<file path="src/rtl/tcsp_pkg.sv">
// Shared types, codes and constants for the table container stream parser.
// No dependencies; imported by every module of the block.
`default_nettype none

package tcsp_pkg;

  // default bounds, used as the defaults of the top level parameters
  localparam int DEF_MAX_TABLES   = 64;
  localparam int DEF_NAME_LIMIT   = 32;
  localparam int DEF_MAX_ELEMENTS = 1048576;

  // result queue geometry
  localparam int FIFO_AW    = 2;
  localparam int FIFO_DEPTH = 1 << FIFO_AW;

  // container signature bytes
  localparam logic [7:0] SIG_B0 = 8'h51;
  localparam logic [7:0] SIG_B1 = 8'h50;
  localparam logic [7:0] SIG_B2 = 8'h54;
  localparam logic [7:0] SIG_B3 = 8'h31;

  typedef enum logic [2:0] {
    PH_MAGIC   = 3'd0,
    PH_COUNT   = 3'd1,
    PH_NAMELEN = 3'd2,
    PH_NAME    = 3'd3,
    PH_ROWS    = 3'd4,
    PH_COLS    = 3'd5,
    PH_DATA    = 3'd6,
    PH_DONE    = 3'd7
  } phase_t;

  typedef enum logic [1:0] {
    KIND_NAME = 2'd0,
    KIND_DIMS = 2'd1,
    KIND_ELEM = 2'd2,
    KIND_END  = 2'd3
  } kind_t;

  typedef struct packed {
    kind_t       kind;
    logic [5:0]  table_index;
    logic [15:0] value;
    logic [19:0] element_index;
    logic [20:0] row_count;
    logic [20:0] column_count;
    logic        status;
    logic        run_end;
  } out_item_t;

  // write enables into the result queue: first slot, then second slot
  typedef struct packed {
    logic first;
    logic second;
  } push_t;

  function automatic logic [7:0] sig_byte(input logic [1:0] pos);
    logic [7:0] b;
    case (pos)
      2'd0:    b = SIG_B0;
      2'd1:    b = SIG_B1;
      2'd2:    b = SIG_B2;
      default: b = SIG_B3;
    endcase
    return b;
  endfunction

endpackage

`default_nettype wire

</file>
<file path="src/rtl/tcsp_parser.sv">
// Parse state and per-byte result generation for the container stream.
// Depends on tcsp_pkg; feeds up to two result items per byte to tcsp_out_fifo.
`default_nettype none

module tcsp_parser #(
  parameter int MAX_TABLES   = tcsp_pkg::DEF_MAX_TABLES,
  parameter int NAME_LIMIT   = tcsp_pkg::DEF_NAME_LIMIT,
  parameter int MAX_ELEMENTS = tcsp_pkg::DEF_MAX_ELEMENTS
) (
  input  logic                clk,
  input  logic                rst_n,
  input  logic                in_fire,
  input  logic [7:0]          in_byte,
  input  logic                in_last,
  output tcsp_pkg::push_t     push,
  output tcsp_pkg::out_item_t item_a,
  output tcsp_pkg::out_item_t item_b
);
  import tcsp_pkg::*;

  localparam int TW = $clog2(MAX_TABLES + 1);
  localparam int NW = $clog2(NAME_LIMIT + 1);
  localparam int EW = $clog2(MAX_ELEMENTS + 1);
  localparam int CW = (MAX_ELEMENTS > 1) ? $clog2(MAX_ELEMENTS) : 1;
  localparam logic [31:0]     MaxTabW  = 32'(MAX_TABLES);
  localparam logic [31:0]     NameLimW = 32'(NAME_LIMIT);
  localparam logic [31:0]     MaxElemW = 32'(MAX_ELEMENTS);
  localparam logic [2*EW-1:0] MaxProd  = (2*EW)'(MAX_ELEMENTS);

  phase_t         phase_r, phase_nxt;
  logic [1:0]     pos_r, pos_nxt;
  logic [23:0]    acc_r, acc_nxt;
  logic [TW-1:0]  tables_r, tables_nxt;
  logic [TW-1:0]  table_r, table_nxt;
  logic [NW-1:0]  name_left_r, name_left_nxt;
  logic [EW-1:0]  rows_r, rows_nxt;
  logic [EW-1:0]  elem_left_r, elem_left_nxt;
  logic [CW-1:0]  elem_cnt_r, elem_cnt_nxt;
  logic [7:0]     low_hold_r, low_hold_nxt;
  logic           err_r, err_nxt;

  logic           word_phase;
  logic           word_done;
  logic [31:0]    word;
  logic [EW-1:0]  cols_fit;
  logic [2*EW-1:0] total;
  logic [TW-1:0]  table_inc;
  logic [31:0]    rows_ext;
  logic [31:0]    table_ext;
  logic [31:0]    cnt_ext;

  logic           r0_valid;
  out_item_t      r0;
  out_item_t      st_item;

  assign word_phase = (phase_r == PH_COUNT) || (phase_r == PH_NAMELEN) ||
                      (phase_r == PH_ROWS) || (phase_r == PH_COLS);
  assign word_done  = word_phase && (pos_r == 2'd3);
  assign word       = {in_byte, acc_r};
  assign cols_fit   = word[EW-1:0];
  assign total      = (2*EW)'(rows_r) * (2*EW)'(cols_fit);
  assign table_inc  = table_r + TW'(1);
  assign rows_ext   = 32'(rows_r);
  assign table_ext  = 32'(table_r);
  assign cnt_ext    = 32'(elem_cnt_r);

  // next state
  always_comb begin
    phase_nxt     = phase_r;
    pos_nxt       = pos_r;
    acc_nxt       = acc_r;
    tables_nxt    = tables_r;
    table_nxt     = table_r;
    name_left_nxt = name_left_r;
    rows_nxt      = rows_r;
    elem_left_nxt = elem_left_r;
    elem_cnt_nxt  = elem_cnt_r;
    low_hold_nxt  = low_hold_r;
    err_nxt       = err_r;
    if (!err_r) begin
      if (word_phase) begin
        if (pos_r != 2'd3) begin
          acc_nxt = acc_r | ({16'h0000, in_byte} << {pos_r, 3'b000});
          pos_nxt = pos_r + 2'd1;
        end else begin
          acc_nxt = '0;
          pos_nxt = '0;
        end
      end
      case (phase_r)
        PH_MAGIC: begin
          if (in_byte != sig_byte(pos_r)) begin
            err_nxt = 1'b1;
          end else if (pos_r == 2'd3) begin
            pos_nxt   = '0;
            phase_nxt = PH_COUNT;
          end else begin
            pos_nxt = pos_r + 2'd1;
          end
        end
        PH_COUNT: begin
          if (word_done) begin
            if (word == 32'd0 || word > MaxTabW) begin
              err_nxt = 1'b1;
            end else begin
              tables_nxt = word[TW-1:0];
              table_nxt  = '0;
              phase_nxt  = PH_NAMELEN;
            end
          end
        end
        PH_NAMELEN: begin
          if (word_done) begin
            if (word == 32'd0 || word > NameLimW) begin
              err_nxt = 1'b1;
            end else begin
              name_left_nxt = word[NW-1:0];
              phase_nxt     = PH_NAME;
            end
          end
        end
        PH_NAME: begin
          name_left_nxt = name_left_r - NW'(1);
          if (name_left_r == NW'(1)) begin
            phase_nxt = PH_ROWS;
          end
        end
        PH_ROWS: begin
          if (word_done) begin
            if (word == 32'd0 || word > MaxElemW) begin
              err_nxt = 1'b1;
            end else begin
              rows_nxt  = word[EW-1:0];
              phase_nxt = PH_COLS;
            end
          end
        end
        PH_COLS: begin
          // an oversized column count fails on its own, as the product sees only its low bits
          if (word_done) begin
            if (word == 32'd0 || word > MaxElemW || total > MaxProd) begin
              err_nxt = 1'b1;
            end else begin
              elem_left_nxt = total[EW-1:0];
              elem_cnt_nxt  = '0;
              phase_nxt     = PH_DATA;
            end
          end
        end
        PH_DATA: begin
          if (pos_r == 2'd0) begin
            low_hold_nxt = in_byte;
            pos_nxt      = 2'd1;
          end else begin
            pos_nxt       = '0;
            elem_cnt_nxt  = elem_cnt_r + CW'(1);
            elem_left_nxt = elem_left_r - EW'(1);
            if (elem_left_r == EW'(1)) begin
              table_nxt = table_inc;
              phase_nxt = (table_inc >= tables_r) ? PH_DONE : PH_NAMELEN;
            end
          end
        end
        default: begin
          // anything after the final element
          err_nxt = 1'b1;
        end
      endcase
    end
  end

  // result generation
  always_comb begin
    r0_valid = 1'b0;
    r0       = '0;
    if (!err_nxt) begin
      case (phase_r)
        PH_NAME: begin
          r0_valid       = 1'b1;
          r0.kind        = KIND_NAME;
          r0.table_index = table_ext[5:0];
          r0.value       = {8'h00, in_byte};
        end
        PH_COLS: begin
          r0_valid        = word_done;
          r0.kind         = KIND_DIMS;
          r0.table_index  = table_ext[5:0];
          r0.row_count    = rows_ext[20:0];
          r0.column_count = word[20:0];
        end
        PH_DATA: begin
          r0_valid         = (pos_r == 2'd1);
          r0.kind          = KIND_ELEM;
          r0.table_index   = table_ext[5:0];
          r0.value         = {in_byte, low_hold_r};
          r0.element_index = cnt_ext[19:0];
        end
        default: begin
          r0_valid = 1'b0;
        end
      endcase
    end

    st_item         = '0;
    st_item.kind    = KIND_END;
    st_item.status  = err_nxt || (phase_nxt != PH_DONE);
    st_item.run_end = 1'b1;

    push.first   = in_fire && (r0_valid || in_last);
    push.second  = in_fire && r0_valid && in_last;
    item_a       = r0_valid ? r0 : st_item;
    item_a.run_end = !(r0_valid && in_last);
    item_b       = st_item;
  end

  always_ff @(posedge clk) begin
    if (!rst_n || (in_fire && in_last)) begin
      phase_r     <= PH_MAGIC;
      pos_r       <= '0;
      acc_r       <= '0;
      tables_r    <= '0;
      table_r     <= '0;
      name_left_r <= '0;
      rows_r      <= '0;
      elem_left_r <= '0;
      elem_cnt_r  <= '0;
      low_hold_r  <= '0;
      err_r       <= 1'b0;
    end else if (in_fire) begin
      phase_r     <= phase_nxt;
      pos_r       <= pos_nxt;
      acc_r       <= acc_nxt;
      tables_r    <= tables_nxt;
      table_r     <= table_nxt;
      name_left_r <= name_left_nxt;
      rows_r      <= rows_nxt;
      elem_left_r <= elem_left_nxt;
      elem_cnt_r  <= elem_cnt_nxt;
      low_hold_r  <= low_hold_nxt;
      err_r       <= err_nxt;
    end
  end

  a_last_restarts: assert property (@(posedge clk) disable iff (!rst_n)
    in_fire && in_last |=> phase_r == PH_MAGIC && !err_r && pos_r == 2'd0)
    else $error("parser did not return to the signature phase after last beat");

  a_error_sticky: assert property (@(posedge clk) disable iff (!rst_n)
    err_r && !(in_fire && in_last) |=> err_r)
    else $error("format error cleared before end of stream");

  a_second_needs_first: assert property (@(posedge clk) disable iff (!rst_n)
    push.second |-> push.first)
    else $error("second result pushed without the first");

  a_data_has_work: assert property (@(posedge clk) disable iff (!rst_n)
    phase_r == PH_DATA |-> elem_left_r != '0)
    else $error("element phase with no elements left");

endmodule

`default_nettype wire

</file>
<file path="src/rtl/tcsp_out_fifo.sv">
// Four-entry result queue taking up to two results per cycle, one out per beat.
// Depends on tcsp_pkg for the result item type and queue depth.
`default_nettype none

module tcsp_out_fifo (
  input  logic                clk,
  input  logic                rst_n,
  input  tcsp_pkg::push_t     push,
  input  tcsp_pkg::out_item_t item_a,
  input  tcsp_pkg::out_item_t item_b,
  output logic                room,
  output logic                out_valid,
  input  logic                out_stall,
  output tcsp_pkg::out_item_t out_item
);
  import tcsp_pkg::*;

  out_item_t          mem [FIFO_DEPTH];
  logic [FIFO_AW-1:0] wr_r, wr_nxt;
  logic [FIFO_AW-1:0] rd_r, rd_nxt;
  logic [FIFO_AW:0]   count_r, count_nxt;
  logic               pop;
  logic [FIFO_AW-1:0] wr_plus1;

  assign out_valid = (count_r != '0);
  assign pop       = out_valid && !out_stall;
  // room for the worst case of two results from one byte
  assign room      = (count_r <= (FIFO_AW+1)'(FIFO_DEPTH - 2));
  assign out_item  = mem[rd_r];
  assign wr_plus1  = wr_r + FIFO_AW'(1);

  always_comb begin
    wr_nxt    = wr_r + FIFO_AW'(push.first) + FIFO_AW'(push.second);
    rd_nxt    = rd_r + FIFO_AW'(pop);
    count_nxt = count_r + (FIFO_AW+1)'(push.first) + (FIFO_AW+1)'(push.second)
                - (FIFO_AW+1)'(pop);
  end

  always_ff @(posedge clk) begin
    if (!rst_n) begin
      wr_r    <= '0;
      rd_r    <= '0;
      count_r <= '0;
    end else begin
      wr_r    <= wr_nxt;
      rd_r    <= rd_nxt;
      count_r <= count_nxt;
    end
  end

  always_ff @(posedge clk) begin
    if (push.first) begin
      mem[wr_r] <= item_a;
    end
    if (push.second) begin
      mem[wr_plus1] <= item_b;
    end
  end

  a_count_bound: assert property (@(posedge clk) disable iff (!rst_n)
    count_r <= (FIFO_AW+1)'(FIFO_DEPTH))
    else $error("result queue overfilled");

  a_push_with_room: assert property (@(posedge clk) disable iff (!rst_n)
    push.first |-> room)
    else $error("result pushed without room for two");

  a_pop_drains: assert property (@(posedge clk) disable iff (!rst_n)
    pop && !push.first && count_r == (FIFO_AW+1)'(1) |=> !out_valid)
    else $error("queue still valid after draining its only entry");

endmodule

`default_nettype wire

</file>
<file path="src/rtl/table_container_stream_parser.sv">
// Table container stream parser: byte-wide input, one result item per output beat.
// Input channel: in_data_byte with in_last on the final byte of a stream, taken
// on in_valid high with in_stall low. Output channel: one result per beat on
// out_valid high with out_stall low; out_run_end marks the last result of a byte.
// Each accepted byte is parsed in the cycle it arrives; its results are registered
// into a four-entry queue behind any results already waiting. Throughput is one
// byte per cycle while in_stall is low. A byte yields at most two results (the
// final byte of a stream may add the end status to a name byte, dimensions or
// element); in_stall rises while the queue holds fewer than two free places,
// so with the receiver stalled an empty queue takes at most three more
// result-bearing bytes before the input backs up, and then every byte waits.
// After a format error nothing is emitted until the last byte, which always
// gives the end status; parse state then returns to its reset values.
// Reset (rst_n low, synchronous) empties the queue and restarts parsing at the
// signature; no clearing pass is needed.
// Uses tcsp_pkg, tcsp_parser and tcsp_out_fifo.
`default_nettype none

module table_container_stream_parser #(
  parameter int MAX_TABLES   = tcsp_pkg::DEF_MAX_TABLES,
  parameter int NAME_LIMIT   = tcsp_pkg::DEF_NAME_LIMIT,
  parameter int MAX_ELEMENTS = tcsp_pkg::DEF_MAX_ELEMENTS
) (
  input  logic        clk,
  input  logic        rst_n,
  input  logic        in_valid,
  output logic        in_stall,
  input  logic [7:0]  in_data_byte,
  input  logic        in_last,
  output logic        out_valid,
  input  logic        out_stall,
  output logic [1:0]  out_kind,
  output logic [5:0]  out_table_index,
  output logic [15:0] out_value,
  output logic [19:0] out_element_index,
  output logic [20:0] out_row_count,
  output logic [20:0] out_column_count,
  output logic        out_status,
  output logic        out_run_end
);
  import tcsp_pkg::*;

  push_t     push;
  out_item_t item_a;
  out_item_t item_b;
  out_item_t head;
  logic      room;
  logic      in_fire;

  assign in_stall = !room;
  assign in_fire  = in_valid && room;

  tcsp_parser #(
    .MAX_TABLES  (MAX_TABLES),
    .NAME_LIMIT  (NAME_LIMIT),
    .MAX_ELEMENTS(MAX_ELEMENTS)
  ) u_parser (
    .clk    (clk),
    .rst_n  (rst_n),
    .in_fire(in_fire),
    .in_byte(in_data_byte),
    .in_last(in_last),
    .push   (push),
    .item_a (item_a),
    .item_b (item_b)
  );

  tcsp_out_fifo u_out_fifo (
    .clk      (clk),
    .rst_n    (rst_n),
    .push     (push),
    .item_a   (item_a),
    .item_b   (item_b),
    .room     (room),
    .out_valid(out_valid),
    .out_stall(out_stall),
    .out_item (head)
  );

  assign out_kind          = head.kind;
  assign out_table_index   = head.table_index;
  assign out_value         = head.value;
  assign out_element_index = head.element_index;
  assign out_row_count     = head.row_count;
  assign out_column_count  = head.column_count;
  assign out_status        = head.status;
  assign out_run_end       = head.run_end;

endmodule

`default_nettype wire

</file>
<file path="config.mk">
export PLATFORM = sky130hd
export DESIGN_NAME = table_container_stream_parser
export DESIGN_NICKNAME = d
export VERILOG_FILES = /design/src/rtl/tcsp_pkg.sv /design/src/rtl/tcsp_parser.sv /design/src/rtl/tcsp_out_fifo.sv /design/src/rtl/table_container_stream_parser.sv
export SDC_FILE = /design/constraint.sdc
export NUM_CORES = 2
export LEC_CHECK = 0
export BUFFER_PORTS_ARGS = -buffer_cell sky130_fd_sc_hd__buf_2
export CORE_AREA = 4 4 306 308
export CTS_BUF_LIST = sky130_fd_sc_hd__clkbuf_8
export CTS_CLUSTER_DIAMETER = 40
export DETAILED_ROUTE_END_ITERATION = 16
export DIE_AREA = 0 0 310 312
export GPL_ROUTABILITY_DRIVEN = 0
export PLACE_DENSITY = 0.66
export SLEW_MARGIN = 20
export SYNTH_ARGS = -nofsm -noshare
export SYNTH_HDL_FRONTEND = slang
export SYNTH_SLANG_ARGS = --single-unit
</file>
<file path="constraint.sdc">
create_clock -name clk -period 13.45 [get_ports clk]
set_clock_uncertainty 0.05 [all_clocks]
set_input_delay 1.345 -clock clk [delete_from_list [all_inputs] [get_ports clk]]
set_output_delay 1.345 -clock clk [all_outputs]
set_load 0.02 [all_outputs]
</file>
==> metrics.txt <==
type of the worst setup path reg2reg; clk_lat worst skew 0.70 ns; fin cells 5210; CTS Buffer Depth 3; library cells used by synthesis 80; layout cell share with drive strength beyond 1 0.107; Lkg Pwr 16.5 nW; xor-xnor portion of the synthesized cell area 0.0138; All-Layer GR Usage 0.217; Pre-antenna DRT Iters 6; Final Max Slew Viols 0; CP endpoint kind flip-flop; port bufs 102; status finished clean; number of synthesized flops with an enable pin 4; Power Dens Cells 86.7 nW/um^2; Cells after Synth 4028; DRC violations left 0; clk sinks 479; commonest non-fill, non-tap cells in the layout nand2_1, inv_1, dfxtp_1, fa_1, a21oi_1; required time worst endpoint 13.94 ns; Hold Slack 0.399 ns; Clock Pin Slew Worst Setup and Hold Paths 0.06 ns; setup TNS 0 ns; total number of vias 29300; largest net degree at the start of global routing 113; vias in the first global route 30000; H-tree lvl count 3; pre-CTS setup slack 2.81 ns; total die area 96700 sq um; setup bufs post-CTS 0; Synth Area in Simple Gates 0.180; compound-cell area share of the yosys netlist 0.133; clock root buffer clkbuf_8; mux cell area share after synthesis 0.0609; wire per inst 20.0 microns; PostCTS Resize Cnt 0; Sw Share 0.307; vias per inst 5.62; Yosys reg bits 479; Worst EP arrival 11.37 ns; fmax 0.0919 GHz; Max FO, Critical Path 53; TritonCTS clock tree yes; sw power 0.00104 W; Mapped Avg Cell Area 8.96 sq um; initial antenna violation count 6; DIE HEIGHT 312 microns; Cell Area, Synth 36100 sq um; Logic pwr share 0.151; internal power 0.00235 W; DR iter-0 viols 2321; min Tclk post-route 10.88 ns; placed cell count 5060; Period Utilization, post-route 0.809; Max-slew headroom 0.237; DRT Wirelength 104 mm; cell mode on critical path fa_1; path type of the worst min-delay path reg2reg; grt ovf 0; Final Hold Vio Count 0; fill count 8868; peak supply drop 0.102 mV; Mapped Nets 4574; highest-delay cell along the critical path dfxtp_1; # setup viols final 0; Slew @ Worst Pin 1.15 ns; Area Overhead vs Synth 8.17%; Seq pwr share 0.450; Seq/Total Area, Yosys 0.267; # IOs 103; CTS Hold Buffers Added 0; max_cap viols 0; most common cell after layout, fill and taps aside nand2_1; row count 111; crit path launch type flip-flop; top_reg_cell synth dfxtp_1; Die X-Extent 310 microns; Setup WS post-layout 2.57 ns; post-DP HPWL 71.4 mm; Nets 4505; CP max stage delay 0.94 ns; largest family of logic cells by synthesized area adder cells; clock share of power 0.400; first-pass GRT wire length 169 mm; Synth async-reset ratio 0; DRT antenna net count 0; unrepaired setup endpoints after global routing false; CTS buffer count 83; Starting Density 0.396; adder-cell share of the synthesized area 0.260; core area 91100 sq um; yosys warns 0
==> flip-flops by register name, indices dropped and copies added, names as in the netlist, 3 cells and up <==
register,count
u_out_fifo.count_r,3
u_parser.low_hold_r,8
u_parser.elem_cnt_r,20
u_out_fifo.mem,352
u_parser.table_r,7
u_parser.acc_r,24
u_parser.phase_r,3
u_parser.rows_r,21
u_parser.name_left_r,6
u_parser.tables_r,7
u_parser.elem_left_r,21
==> final timing paths <==
kind | start | end | slack [ns] | cells past startpoint
setup / recovery | u_parser.rows_r[10] | u_out_fifo.mem[0][13] | 2.57 | 29
hold / removal | u_out_fifo.mem[0][19] | u_out_fifo.mem[0][19] | 0.40 | 2
setup reg to reg | u_parser.rows_r[10] | u_out_fifo.mem[0][13] | 2.57 | 29
hold reg to reg | u_out_fifo.mem[0][19] | u_out_fifo.mem[0][19] | 0.40 | 2
==> cell type report <==
class / count / area, sq um / share of cell area
clock buffer: 96 / 1320 / 0.0338
clock inverter: 49 / 364 / 0.00933
tap: 1186 / 1480 / 0.0380
sequential: 479 / 9640 / 0.247
antenna: 5 / 12.5 / 0.000321
inverter: 448 / 1680 / 0.0431
multi-input combinational: 2773 / 23500 / 0.601
timing repair buffer: 174 / 1060 / 0.0271
==> power by group through the flow <==
| stage | clock network [W] | registers, W | logic [W] |
|---|---|---|---|
| floorplan | 0 | 0.00151 | 0.000379 |
| global placement | 0 | 0.00155 | 0.000502 |
| detailed placement | 0 | 0.00155 | 0.000509 |
| CTS | 0.00138 | 0.00152 | 0.000510 |
| global route | 0.00144 | 0.00153 | 0.000544 |
| finish | 0.00135 | 0.00152 | 0.000510 |
==> metal layers <==
metal / GRT usage / share of wire
met5: 0 / 0.000067
met4: 0.0722 / 0.032
met3: 0.0398 / 0.069
met2: 0.351 / 0.47
met1: 0.295 / 0.43
==> kinds of logic (layout without fill, tap and decap cells) <==
| family | after synthesis | in the layout |
|---|---|---|
| and+or+nand+nor | 1355 | 1355 |
| xor gates and xnor gates | 57 | 57 |
| DFF | 479 | 479 |
| other | 0 | 5 |
| buffers and inverters | 776 | 767 |
| AOI/OAI and AO/OA | 719 | 719 |
| muxes | 109 | 109 |
| adders and majority gates | 533 | 533 |
==> cells in the mapped netlist (8+ instances only) <==
master | number | area [sq um]
a211oi_1 | 31 | 233
a21o_1 | 19 | 143
a21oi_1 | 302 | 1510
a22oi_1 | 13 | 97.6
a31oi_1 | 14 | 87.6
a32o_1 | 69 | 691
and2_1 | 271 | 1700
and3_1 | 14 | 87.6
buf_1 | 11 | 41.3
buf_2 | 49 | 245
clkbuf_1 | 254 | 953
dfxtp_1 | 475 | 9510
fa_1 | 361 | 7230
ha_1 | 172 | 2150
inv_1 | 447 | 1680
mux2i_1 | 17 | 170
mux4_2 | 88 | 1980
nand2_1 | 532 | 2000
nand2b_1 | 14 | 87.6
nand3_1 | 187 | 936
nand4_1 | 31 | 194
nor2_1 | 180 | 676
nor3_1 | 44 | 220
nor4_1 | 24 | 150
o21a_1 | 14 | 105
o21ai_0 | 75 | 375
o21bai_1 | 9 | 67.6
o22ai_1 | 11 | 68.8
o2bb2ai_1 | 100 | 876
or2_2 | 10 | 62.6
or4_1 | 8 | 60.1
xnor2_1 | 30 | 263
xor2_1 | 27 | 236
==> worst max-delay path: cells and delay by family (launching register included) <==
family | cells | cell delay (ns)
AO/OA/AOI/OAI | 7 | 1.43
adder cells (fa/ha/maj) | 8 | 3.95
buffers and inverters | 8 | 1.18
flip-flops | 1 | 0.94
AND/OR/NAND/NOR | 6 | 3.12
==> metrics by stage <==
step                      instance area [sq um]  utilization  total power [W]
final                                     39000        0.428          0.00339
after global routing                      39000        0.428          0.00351
after CTS                                 39000        0.428          0.00341
after detailed placement                  37300        0.410          0.00206
after global placement                    37300        0.410          0.00205
after floorplan                           36100            -          0.00189
Note: power is estimated with default switching activity, not from simulation.
